--- config.mk ---
export PLATFORM = sky130hd
export DESIGN_NAME = gregorian_date_range_counter_top
export DESIGN_NICKNAME = d
export VERILOG_FILES = /design/src/hdl/gdrc_pkg.sv /design/src/hdl/gdrc_lane.sv /design/src/hdl/gdrc_merge.sv /design/src/hdl/gregorian_date_range_counter_top.sv
export VERILOG_INCLUDE_DIRS = /design/src /design/src/hdl
export SDC_FILE = /design/constraint.sdc
export NUM_CORES = 2
export LEC_CHECK = 0
export BUFFER_PORTS_ARGS = -buffer_cell sky130_fd_sc_hd__buf_4
export CELL_PAD_IN_SITES_DETAIL_PLACEMENT = 1
export CELL_PAD_IN_SITES_GLOBAL_PLACEMENT = 1
export CORE_ASPECT_RATIO = 0.5
export CORE_MARGIN = 8
export CORE_UTILIZATION = 45
export CTS_BUF_LIST = sky130_fd_sc_hd__clkbuf_4 sky130_fd_sc_hd__clkbuf_8
export DETAILED_ROUTE_END_ITERATION = 16
export GPL_ROUTABILITY_DRIVEN = 0
export PLACE_DENSITY = 0.73
export SYNTH_ARGS = -nofsm -noshare
export SYNTH_HDL_FRONTEND = slang
export SYNTH_HIERARCHICAL = 1
export SYNTH_SLANG_ARGS = --single-unit
--- constraint.sdc ---
create_clock -name clk_i -period 5.5 [get_ports clk_i]
set_input_delay 0 -clock clk_i [delete_from_list [all_inputs] [get_ports clk_i]]
set_output_delay 0 -clock clk_i [all_outputs]
set_load 0.02 [all_outputs]
--- src/hdl/gregorian_date_range_counter_top_macros.svh ---
// Assertion macros for the Gregorian date range counter.
`ifndef GREGORIAN_DATE_RANGE_COUNTER_TOP_MACROS_SVH
`define GREGORIAN_DATE_RANGE_COUNTER_TOP_MACROS_SVH

// Same-cycle implication, sampled on clk_i, off while rst_ni is low.
`define GDRC_ASSERT_IMP(lbl, ante, cons) \
  lbl: assert property (@(posedge clk_i) disable iff (!rst_ni) (ante) |-> (cons)) \
    else $error("gdrc assertion failed");

// Next-cycle implication.
`define GDRC_ASSERT_NXT(lbl, ante, cons) \
  lbl: assert property (@(posedge clk_i) disable iff (!rst_ni) (ante) |=> (cons)) \
    else $error("gdrc assertion failed");

`endif

--- src/hdl/gdrc_pkg.sv ---
// Types, constants and calendar tables shared by the date range counter.
package gdrc_pkg;

  localparam int unsigned YearW  = 16;
  localparam int unsigned DnW    = YearW + 9;   // serial day number width
  localparam int unsigned CountW = 25;
  localparam int unsigned QW     = YearW - 6;   // width of year / 100

  // year / 100 by reciprocal multiply: exact for every YearW-bit year
  localparam int unsigned Div100Shift = YearW + 7;
  localparam int unsigned Div100MulW  = YearW + 1;
  localparam logic [Div100MulW-1:0] Div100Mult =
    Div100MulW'(((64'd1 << Div100Shift) + 64'd99) / 64'd100);

  typedef enum logic [1:0] {
    OrdEqual   = 2'd0,
    OrdEarlier = 2'd1,
    OrdLater   = 2'd2,
    OrdInvalid = 2'd3
  } ord_e;

  typedef struct packed {
    logic [YearW-1:0] first_year;
    logic [7:0]       first_month;
    logic [7:0]       first_day;
    logic [YearW-1:0] last_year;
    logic [7:0]       last_month;
    logic [7:0]       last_day;
  } date_pair_t;

  typedef struct packed {
    logic              start_ok;
    logic              end_ok;
    logic              start_leap;
    logic              end_leap;
    logic [4:0]        start_month_length;
    logic [8:0]        start_year_day;
    logic [8:0]        end_year_day;
    ord_e              order;
    logic              range_ok;
    logic [CountW-1:0] day_count;
  } result_t;

  // what one lane hands to the merge stage
  typedef struct packed {
    logic [YearW-1:0] year;
    logic [7:0]       month;
    logic [7:0]       day;
    logic             ok;
    logic             leap;
    logic [4:0]       mlen;
    logic [8:0]       yday;
    logic [DnW-1:0]   dnum;
  } lane_t;

  // idx is month - 1
  function automatic logic [4:0] month_days(input logic [3:0] idx, input logic leap);
    logic [4:0] len;
    case (idx)
      4'd0, 4'd2, 4'd4, 4'd6, 4'd7, 4'd9, 4'd11: len = 5'd31;
      4'd3, 4'd5, 4'd8, 4'd10:                   len = 5'd30;
      4'd1:                                      len = leap ? 5'd29 : 5'd28;
      default:                                   len = 5'd0;
    endcase
    return len;
  endfunction

  function automatic logic [8:0] days_before(input logic [3:0] idx);
    logic [8:0] n;
    case (idx)
      4'd0:    n = 9'd0;
      4'd1:    n = 9'd31;
      4'd2:    n = 9'd59;
      4'd3:    n = 9'd90;
      4'd4:    n = 9'd120;
      4'd5:    n = 9'd151;
      4'd6:    n = 9'd181;
      4'd7:    n = 9'd212;
      4'd8:    n = 9'd243;
      4'd9:    n = 9'd273;
      4'd10:   n = 9'd304;
      4'd11:   n = 9'd334;
      default: n = 9'd0;
    endcase
    return n;
  endfunction

endpackage

--- src/hdl/gdrc_lane.sv ---
// One date lane: leap flag, validity, day of year and serial day number.
module gdrc_lane (
  input  logic                          clk_i,
  input  logic [gdrc_pkg::YearW-1:0]    year_i,
  input  logic [7:0]                    month_i,
  input  logic [7:0]                    day_i,
  output gdrc_pkg::lane_t               lane_o
);

  localparam int unsigned YW  = gdrc_pkg::YearW;
  localparam int unsigned QW  = gdrc_pkg::QW;
  localparam int unsigned DnW = gdrc_pkg::DnW;
  localparam int unsigned PW  = YW + gdrc_pkg::Div100MulW;

  // stage 1: captured date
  logic [YW-1:0] y1_q;
  logic [7:0]    m1_q, d1_q;
  // stage 2: year / 100
  logic [YW-1:0] y2_q;
  logic [7:0]    m2_q, d2_q;
  logic [QW-1:0] qy2_q;
  // stage 3: calendar fields and partial day number terms
  logic [YW-1:0]  y3_q, pq4_q;
  logic [7:0]     m3_q, d3_q;
  logic           ok3_q, leap3_q;
  logic [4:0]     mlen3_q;
  logic [8:0]     yd3_q;
  logic [DnW-1:0] p365_q;
  logic [QW-1:0]  q100_q;
  gdrc_pkg::lane_t lane_q;

  logic [PW-1:0]  div_prod;
  logic [QW-1:0]  qy_d;
  logic [YW-1:0]  hund, p;
  logic           rzero, leap_d, mvalid, dok;
  logic [3:0]     idx;
  logic [4:0]     mlen_d;
  logic [8:0]     yd_d;
  logic [DnW-1:0] p365_d, dn_d;

  assign div_prod = PW'(y1_q) * PW'(gdrc_pkg::Div100Mult);
  assign qy_d     = div_prod[gdrc_pkg::Div100Shift +: QW];

  assign hund   = YW'(qy2_q) * YW'(7'd100);
  assign rzero  = (y2_q == hund);
  assign leap_d = (y2_q[1:0] == 2'b00) && (!rzero || (qy2_q[1:0] == 2'b00));
  assign mvalid = (m2_q >= 8'd1) && (m2_q <= 8'd12);
  assign idx    = m2_q[3:0] - 4'd1;
  assign mlen_d = ((y2_q != '0) && mvalid) ? gdrc_pkg::month_days(idx, leap_d) : 5'd0;
  assign dok    = (d2_q != 8'd0) && (d2_q <= {3'b000, mlen_d});
  assign yd_d   = dok ? (gdrc_pkg::days_before(idx) + 9'(d2_q)
                         + 9'((m2_q > 8'd2) && leap_d)) : 9'd0;
  assign p      = y2_q - YW'(1);
  assign p365_d = DnW'(p) * DnW'(9'd365);

  // (y-1)/100 is y/100 less one exactly when y is a multiple of 100
  assign dn_d = p365_q + DnW'(pq4_q) - DnW'(q100_q) + DnW'(q100_q >> 2) + DnW'(yd3_q);

  always_ff @(posedge clk_i) begin
    y1_q    <= year_i;
    m1_q    <= month_i;
    d1_q    <= day_i;

    y2_q    <= y1_q;
    m2_q    <= m1_q;
    d2_q    <= d1_q;
    qy2_q   <= qy_d;

    y3_q    <= y2_q;
    m3_q    <= m2_q;
    d3_q    <= d2_q;
    ok3_q   <= dok;
    leap3_q <= leap_d;
    mlen3_q <= mlen_d;
    yd3_q   <= yd_d;
    p365_q  <= p365_d;
    pq4_q   <= p >> 2;
    q100_q  <= qy2_q - QW'(rzero);

    lane_q.year  <= y3_q;
    lane_q.month <= m3_q;
    lane_q.day   <= d3_q;
    lane_q.ok    <= ok3_q;
    lane_q.leap  <= leap3_q;
    lane_q.mlen  <= mlen3_q;
    lane_q.yday  <= yd3_q;
    lane_q.dnum  <= dn_d;
  end

  assign lane_o = lane_q;

endmodule

--- src/hdl/gdrc_merge.sv ---
// Merge stage: orders the two dates and forms the inclusive day count.
module gdrc_merge (
  input  logic              clk_i,
  input  gdrc_pkg::lane_t   start_lane_i,
  input  gdrc_pkg::lane_t   end_lane_i,
  output gdrc_pkg::result_t result_o
);

  localparam int unsigned KeyW = gdrc_pkg::YearW + 16;

  logic [KeyW-1:0]         key_s, key_e;
  gdrc_pkg::ord_e          ord_d;
  logic                    rok_d;
  logic [gdrc_pkg::DnW-1:0] diff;
  gdrc_pkg::result_t       result_q;

  assign key_s = {start_lane_i.year, start_lane_i.month, start_lane_i.day};
  assign key_e = {end_lane_i.year, end_lane_i.month, end_lane_i.day};

  always_comb begin
    if (!(start_lane_i.ok && end_lane_i.ok)) begin
      ord_d = gdrc_pkg::OrdInvalid;
    end else if (key_s == key_e) begin
      ord_d = gdrc_pkg::OrdEqual;
    end else if (key_s < key_e) begin
      ord_d = gdrc_pkg::OrdEarlier;
    end else begin
      ord_d = gdrc_pkg::OrdLater;
    end
  end

  assign rok_d = (ord_d == gdrc_pkg::OrdEqual) || (ord_d == gdrc_pkg::OrdEarlier);
  assign diff  = end_lane_i.dnum - start_lane_i.dnum + gdrc_pkg::DnW'(1);

  always_ff @(posedge clk_i) begin
    result_q.start_ok           <= start_lane_i.ok;
    result_q.end_ok             <= end_lane_i.ok;
    result_q.start_leap         <= start_lane_i.leap;
    result_q.end_leap           <= end_lane_i.leap;
    result_q.start_month_length <= start_lane_i.mlen;
    result_q.start_year_day     <= start_lane_i.yday;
    result_q.end_year_day       <= end_lane_i.yday;
    result_q.order              <= ord_d;
    result_q.range_ok           <= rok_d;
    result_q.day_count          <= rok_d ? gdrc_pkg::CountW'(diff) : '0;
  end

  assign result_o = result_q;

endmodule

--- src/hdl/gregorian_date_range_counter_top.sv ---
// Top level of the Gregorian date range counter: two date lanes and a merge stage.
//
// Usage:
//   Drive a start/end date pair on data_i and raise start. The pair is
//   transferred at a rising edge where start is high and busy is low.
//   busy is high only during reset and up to the first edge after it; from
//   then on a new pair can be transferred every cycle.
//   Each transfer yields exactly one result on result_o, marked by done_o
//   for a single cycle. done_o rises together with the result, which
//   passes four register stages in each lane (capture, divide-by-100
//   multiply, calendar fields with the 365x product, day number sum)
//   and one in the merge stage (order compare and subtract).
//   Throughput is one pair per cycle, fixed by that pipeline.
//   The receiver cannot stall: a result is presented for one cycle only
//   and must be taken then.
//   Reset (rst_ni low, asynchronous) empties the valid pipeline, so no
//   strobe follows reset; pairs in flight are dropped.
//   Invalid dates give zero year days, order code invalid, range_ok low
//   and a zero count; equal dates count one day.
module gregorian_date_range_counter_top (
  input  logic                 clk_i,
  input  logic                 rst_ni,
  input  logic                 start,
  output logic                 busy,
  input  gdrc_pkg::date_pair_t data_i,
  output logic                 done_o,
  output gdrc_pkg::result_t    result_o
);

  `include "gregorian_date_range_counter_top_macros.svh"

  localparam int unsigned Depth = 4;   // lane pipeline depth

  logic             busy_q;
  logic [Depth-1:0] vld_q;
  logic             done_q;
  logic             xfer;

  gdrc_pkg::lane_t start_lane, end_lane;

  assign xfer = start && !busy_q;

  // start date lane
  gdrc_lane u_lane_start (
    .clk_i   (clk_i),
    .year_i  (data_i.first_year),
    .month_i (data_i.first_month),
    .day_i   (data_i.first_day),
    .lane_o  (start_lane)
  );

  // end date lane
  gdrc_lane u_lane_end (
    .clk_i   (clk_i),
    .year_i  (data_i.last_year),
    .month_i (data_i.last_month),
    .day_i   (data_i.last_day),
    .lane_o  (end_lane)
  );

  gdrc_merge u_merge (
    .clk_i        (clk_i),
    .start_lane_i (start_lane),
    .end_lane_i   (end_lane),
    .result_o     (result_o)
  );

  // valid bits follow each transfer through the lanes and the merge
  always_ff @(posedge clk_i or negedge rst_ni) begin
    if (!rst_ni) begin
      busy_q <= 1'b1;
      vld_q  <= '0;
      done_q <= 1'b0;
    end else begin
      busy_q <= 1'b0;
      vld_q  <= {vld_q[Depth-2:0], xfer};
      done_q <= vld_q[Depth-1];
    end
  end

  assign busy   = busy_q;
  assign done_o = done_q;

  // every transfer is followed by its done_o strobe
  `GDRC_ASSERT_IMP(a_latency, xfer, ##5 done_o)
  // range flag agrees with the order code
  `GDRC_ASSERT_IMP(a_range_order, done_o, result_o.range_ok ==
    ((result_o.order == gdrc_pkg::OrdEqual) || (result_o.order == gdrc_pkg::OrdEarlier)))
  // count is zero outside a valid range
  `GDRC_ASSERT_IMP(a_count_zero, done_o && !result_o.range_ok, result_o.day_count == '0)
  // equal dates span one day
  `GDRC_ASSERT_IMP(a_equal_one, done_o && (result_o.order == gdrc_pkg::OrdEqual),
    result_o.day_count == gdrc_pkg::CountW'(1))
  // a valid start date has a nonzero day of year and month length
  `GDRC_ASSERT_IMP(a_start_yday, done_o && result_o.start_ok,
    (result_o.start_year_day != '0) && (result_o.start_month_length != '0))
  // nothing is strobed right after reset release
  `GDRC_ASSERT_NXT(a_no_spurious, busy_q, !done_o)

endmodule
After elaboration in Yosys (flattened, before gate mapping)
Memory sizes are Yosys's and may differ from the RTL's.
Cells that the tools add are included.
{ "totals": {"reg_bits": 539, "latchBits": 0, "ram_bits": 0, "mem_bits_ro": 288, "input_bits": 67, "out_inout_bits": 57, "elab_cells": 166, "mem_count": 2} }
{ "mem_list": {"columns": ["name", "depth", "word_bits", "read_ports", "rd_ports_with_merged_regs", "write_ports", "line_no", "rtl"], "rows": [
  ["(name not given)", 16, 9, 1, 0, 0, "gdrc_pkg.sv:70", "case (idx)"],
  ["(name not given)", 16, 9, 1, 0, 0, "gdrc_pkg.sv:70", null]
]} }
{ "classes": {"n_addsub": 20, "multipliers": 6, "n_div": 0, "magnitude_cmp": 9, "n_eq_ne": 26, "shifts": 0, "muxes": 9, "bitwise_logic": 0, "reduce_logical": 33} }
{ "op_table": {"columns": ["cell", "count"], "rows": [
  ["multiplier 16 x 17 -> 33 bit, second input constant", 2],
  ["adder 25 x 14 -> 25 bit", 2],
  ["adder 25 x 8 -> 25 bit", 2],
  ["adder 25 x 9 -> 25 bit", 2],
  ["multiplier 16 x 9 -> 25 bit, second input constant", 2],
  ["subtractor 25 x 10 -> 25 bit", 2],
  ["equality test 16 bit", 2],
  ["equality test 32 bit", 1],
  ["equality test 4 x 3 -> 1 bit, second input constant", 8],
  ["equality test 4 bit, second input constant", 8],
  ["less-than comparator 32 bit", 1],
  ["nonzero test 16 bit", 2],
  ["subtractor 16 x 1 -> 16 bit, second input constant", 2],
  ["one-hot mux 5 bit (3 select lines)", 2],
  ["multiplier 10 x 5 -> 14 bit, second input constant", 2],
  ["adder 25 x 1 -> 25 bit, second input constant", 1],
  ["subtractor 25 bit", 1],
  ["subtractor 10 x 1 -> 10 bit", 2],
  ["adder 9 x 1 -> 9 bit", 2],
  ["adder 9 x 8 -> 9 bit", 2],
  ["equality test 4 x 2 -> 1 bit, second input constant", 4],
  ["greater-or-equal comparator 8 x 1 -> 1 bit, second input constant", 2],
  ["> comparator 8 x 2 -> 1 bit, second input constant", 2],
  ["less-or-equal comparator 8 x 4 -> 1 bit, second input constant", 2],
  ["15 further kinds", 45]
]} }

Depth between registers and ports, before layout
{ "logic_depth": {"ltp_word": 10, "ltp_mapped": 23, "ltp_nobuf": 23} }

By module
The synthesis kept the hierarchy.
{ "by_module_without_submodules": {"columns": ["module", "n_inst", "cells_per_inst", "area_per_inst_um2", "seq_area_each_um2"], "rows": [
  ["gdrc_lane at u_lane_start", 1, 1552, 16692.3, 4804.6],
  ["gdrc_lane at u_lane_end", 1, 1525, 16681.0, 4804.6],
  ["gdrc_merge", 1, 421, 3672.3, 1101.1],
  ["gregorian_date_range_counter_top", 1, 8, 168.9, 151.4]
]} }

Worst setup path after synthesis
No wires, ideal clock.
{ "synth_path": {"kind": "register to register", "from": "register u_lane_end.y1_q[13]", "to": "register u_lane_end.qy2_q[9]", "setup_time_ps": 72, "arrival_ps": 5428, "t_required_ps": 5428, "slack_ps": 0, "path_stages_with_launch": 18, "n_path_buf": 0, "period_less_slack_ps": 5500, "cell_sequence": "dfxtp_1 > fa_1 > inv_1 > fa_1 > fa_1 > fa_1 > inv_1 > fa_1 > fa_1 > ha_1 > a21oi_1 > nor3_1 > o41ai_1 > a31oi_1 > a221o_1 > o31a_1 > a21oi_2 > xnor2_1"} }
{ "synth_between": {"elab_chain_cells": 1} }
{ "synth_rtl": {"columns": ["item", "line_no", "rtl"], "rows": [
  ["from (decl)", "gdrc_lane.sv:16", "logic [YW-1:0] y1_q;"],
  ["from (signal assigned)", "gdrc_lane.sv:60", "y1_q <= year_i;"],
  ["multiplier 16 x 17 -> 33 bit", "gdrc_lane.sv:41", "assign div_prod = PW'(y1_q) * PW'(gdrc_pkg::Div100Mult);"],
  ["via u_lane_end.div_prod[32]", "gdrc_lane.sv:32", "logic [PW-1:0] div_prod;"],
  ["to (signal assigned)", "gdrc_lane.sv:67", "qy2_q <= qy_d;"],
  ["to (decl)", "gdrc_lane.sv:21", "logic [QW-1:0] qy2_q;"]
]} }
The timed path passes the listed nets, and every way through them passes these cells.
A chain may end at the register's enable or synchronous reset.

Worst setup path in the final report
{ "layout_path": {"from": "register u_lane_end.y2_q[4]", "to": "register u_lane_end.p365_q[24]"} }
{ "layout_between": {"elab_chain_cells": 2} }
{ "layout_rtl": {"columns": ["item", "line_no", "rtl"], "rows": [
  ["from (decl)", "gdrc_lane.sv:19", "logic [YW-1:0] y2_q;"],
  ["from (signal assigned)", "gdrc_lane.sv:64", "y2_q <= y1_q;"],
  ["subtractor 16 x 1 -> 16 bit", "gdrc_lane.sv:53", "assign p = y2_q - YW'(1);"],
  ["via u_lane_end.p[12]", "gdrc_lane.sv:34", "logic [YW-1:0] hund, p;"],
  ["multiplier 16 x 9 -> 25 bit", "gdrc_lane.sv:54", "assign p365_d = DnW'(p) * DnW'(9'd365);"],
  ["via u_lane_end.p365_d[24]", "gdrc_lane.sv:39", "logic [DnW-1:0] p365_d, dn_d;"],
  ["to (signal assigned)", "gdrc_lane.sv:76", "p365_q <= p365_d;"],
  ["to (decl)", "gdrc_lane.sv:28", "logic [DnW-1:0] p365_q;"]
]} }
The timed path passes the listed nets, and every way through them passes these cells.

==> metrics.md <==
| Metric | Value |
|---|---|
| Starting density of the core | 45.4% |
| Antenna violations before repair | 1 |
| Failing checks | negative setup slack |
| Maxcap violations | 0 |
| Remaining DRCs | 0 |
| Worst clock skew on the final layout | 0.0373 ns |
| Total routed wirelength | 120,000 um |
| Synthesized Nets | 4,629 |
| Global routing usage on met1 | 28.5% |
| Maximum number of pins on one net before global-route repair | 28 |
| Antenna Nets Post-Route | 0 |
| Reg area | 10,800 um2 |
| Number of global-route vias before repair | 31,430 |
| HPWL after DPL | 84,200 um |
| Routing layer with the top usage in global route | met2 |
| CTS tree | done |
| Final-report max-slew violation count | 0 |
| Chip width | 422 um |
| CP Max Fanout | 3 |
| Post-synth design cell area | 37,100 um2 |
| Slew at the pin with the worst max-slew slack | 1.13 ns |
| Setup repair after global routing missed its margin | true |
| Final Hold Slack | 0.175 ns |
| Number of nets at the end of the flow | 5,245 |
| Height of the die | 219 um |
| Gate count after technology mapping | 3,496 |
| Maximum buffer depth of the clock tree | 3 |
| Routed vias/inst | 5.26 |
| Setup violations, final | 24 |
| Number of fill cells in the layout | 8,773 |
| Category of the worst setup path launch point | flop |
| GRT met3 Usage | 4.59% |
| Global Route met2 Usage | 42.8% |
| Relative slew slack | 24.7% |
| Post-CTS clock slew at the launch and capture registers of the worst setup and hold paths | 0.06 ns |
| Area of combinational cells with multiple inputs | 24,900 um2 |
| Share of the cycle needed by the critical path after routing | 105% |
| Fraction of layout instances using a drive strength above 1 | 20.0% |
| Total CTS buffers | 81 |
| Post-Synthesis Mean Instance Area | 10.6 um2 |
| Required time at the endpoint of the critical path | 6.20 ns |
| Clock insertion delay at the later pin of the skew report | 0.78 ns |
| Clk Tree Root Cell | clkbuf_8 |
| Accumulated negative setup slack | -2.75 ns |
| Grt total ovfl | 0 |
| Max Fclk | 174 MHz |
| CTS H-tree depth | 3 |
| Iteration-0 DRC count of the detailed router | 1,416 |
| Setup WS post-layout | -0.249 ns |
| IO Count | 124 |
| Final hold viol count | 0 |
| Port buffer count | 123 |
| Std cell rows | 74 |
| Time the final worst path needs with I/O delays and setup | 5.75 ns |
| Setup CP Type | reg2reg |
| Worst Hold Class | in2async |
| Global-route wire length before repair | 175,000 um |
| Core region area | 81,600 um2 |
| Crit path DAT | 6.45 ns |
| Detailed-routing iteration count for the pre-antenna-repair pass | 5 |
| Number of warnings issued by yosys | 6 |
| Status | finished with violations |
| Via Count | 27,773 |
| Die Area | 92,400 um2 |
| Area added between synthesis and finish | 24.2% |
| Avg WL per Cell | 22.7 um |
| Total number of clock tree sinks | 535 |
| CP endpoint kind | flop |
| Global router's overall resource usage | 24.1% |
==> cell type report <==
class	count	area share, %
inverter	693	5.65
sequential	535	23.4
antenna	2	0.0109
timing repair buffer	553	9.86
clock buffer	113	3.20
multi-input combinational	2248	54.0
tap	1102	2.99
clock inverter	33	0.864
==> per-layer routing <==
| layer | wire, um | up-vias |
|---|---|---|
| li1 | - | 12690 |
| met1 | 49200 | 14007 |
| met2 | 59700 | 701 |
| met3 | 4840 | 375 |
| met4 | 6260 | 0 |
| met5 | 0 | - |
==> worst max-delay path, stage by stage, from the launching register on <==
cell and delay, ns:
dfxtp_2 0.32, or4_4 0.56, nor4_4 0.26, nor3b_4 0.36, buf_6 0.15, nand2_4 0.06, nor2_4 0.13, xor2_2 0.10
buf_4 0.16, ha_4 0.28, inv_4 0.04, fa_1 0.52, inv_2 0.05, fa_2 0.60, fa_2 0.48, ha_4 0.28
a21o_1 0.20, a21oi_2 0.22, and3b_1 0.23, a21oi_2 0.05, o21ai_2 0.07, o2111ai_2 0.17, o31ai_2 0.23, xor2_1 0.15
==> registers in the layout (all words and copies together), names as in the netlist, 9 cells and up <==
register	cells
u_lane_start/p365_q	25
u_lane_start/lane_o	71
u_lane_end/pq4_q	14
u_lane_start/pq4_q	14
u_lane_end/qy2_q	10
u_lane_start/yd3_q	9
u_lane_end/lane_o	68
u_lane_start/y3_q	16
u_merge/result_o	55
u_lane_start/qy2_q	10
u_lane_start/y2_q	16
u_lane_start/y1_q	16
u_lane_end/yd3_q	9
u_lane_end/y3_q	16
u_lane_end/p365_q	25
u_lane_end/q100_q	10
u_lane_end/y1_q	16
u_lane_end/y2_q	16
u_lane_start/q100_q	10
==> worst paths after layout <==
check	from	end	slack (ns)	cells after the start
min reg2reg	u_lane_end/m3_q[5]$_DFF_P_	u_lane_end/lane_o[54]$_DFF_P_	0.32	0
min	rst_ni	vld_q[0]$_DFF_PN0_	0.17	3
max in group asynchronous	rst_ni	busy$_DFF_PN1_	5.06	3
max	u_lane_end/y2_q[4]$_DFF_P_	u_lane_end/p365_q[24]$_DFF_P_	-0.25	23
min in group clk_i	u_lane_end/m3_q[5]$_DFF_P_	u_lane_end/lane_o[54]$_DFF_P_	0.32	0
max reg2reg	u_lane_end/y2_q[4]$_DFF_P_	u_lane_end/p365_q[24]$_DFF_P_	-0.25	23
==> cells in the final DEF, fill, tap and decap left out, types with 15 or more instances in the layout <==
cell type	instances
a21oi_1	105
o21a_1	32
o21ai_0	75
nor3_1	40
inv_1	677
fa_1	342
a21o_1	53
nand3_1	45
a21oi_2	37
nor2_1	120
xnor2_1	132
o21bai_1	29
nand4_1	25
dlygate4sd3_1	132
nand2_1	92
dfxtp_1	508
inv_2	15
o211ai_1	18
dfxtp_2	20
ha_4	33
clkbuf_8	100
ha_1	660
a211oi_1	21
xor2_1	62
fa_2	25
buf_4	410
nand2b_1	18
==> metrics by stage <==
| step | worst slack, ns | utilization (%) | std cells | instance area [um2] |
|---|---|---|---|---|
| 2_1_floorplan | 0.00348 | - | 3496 | 37100 |
| 3_3_place_gp | -0.222 | 50.4 | 4945 | 41100 |
| 3_5_place_dp | -0.403 | 50.4 | 4945 | 41100 |
| 4_1_cts | -0.108 | 55.1 | 5244 | 45000 |
| 5_1_grt | -0.438 | 56.5 | 5279 | 46100 |
| 6_report | -0.249 | 56.5 | 5279 | 46100 |
==> repair_timing <==
action                                 in CTS  in global routing
setup endpoints to repair                  35                 59
buffers inserted                           23                 40
endpoints found under the hold margin      71                  0
resized for setup                          94                189
pin swaps                                  96                143
hold buffers                              132                  0
Power is left out: the tool's default activity adds up to more than one toggle a clock period on the data nets, which glitch-free logic cannot reach.
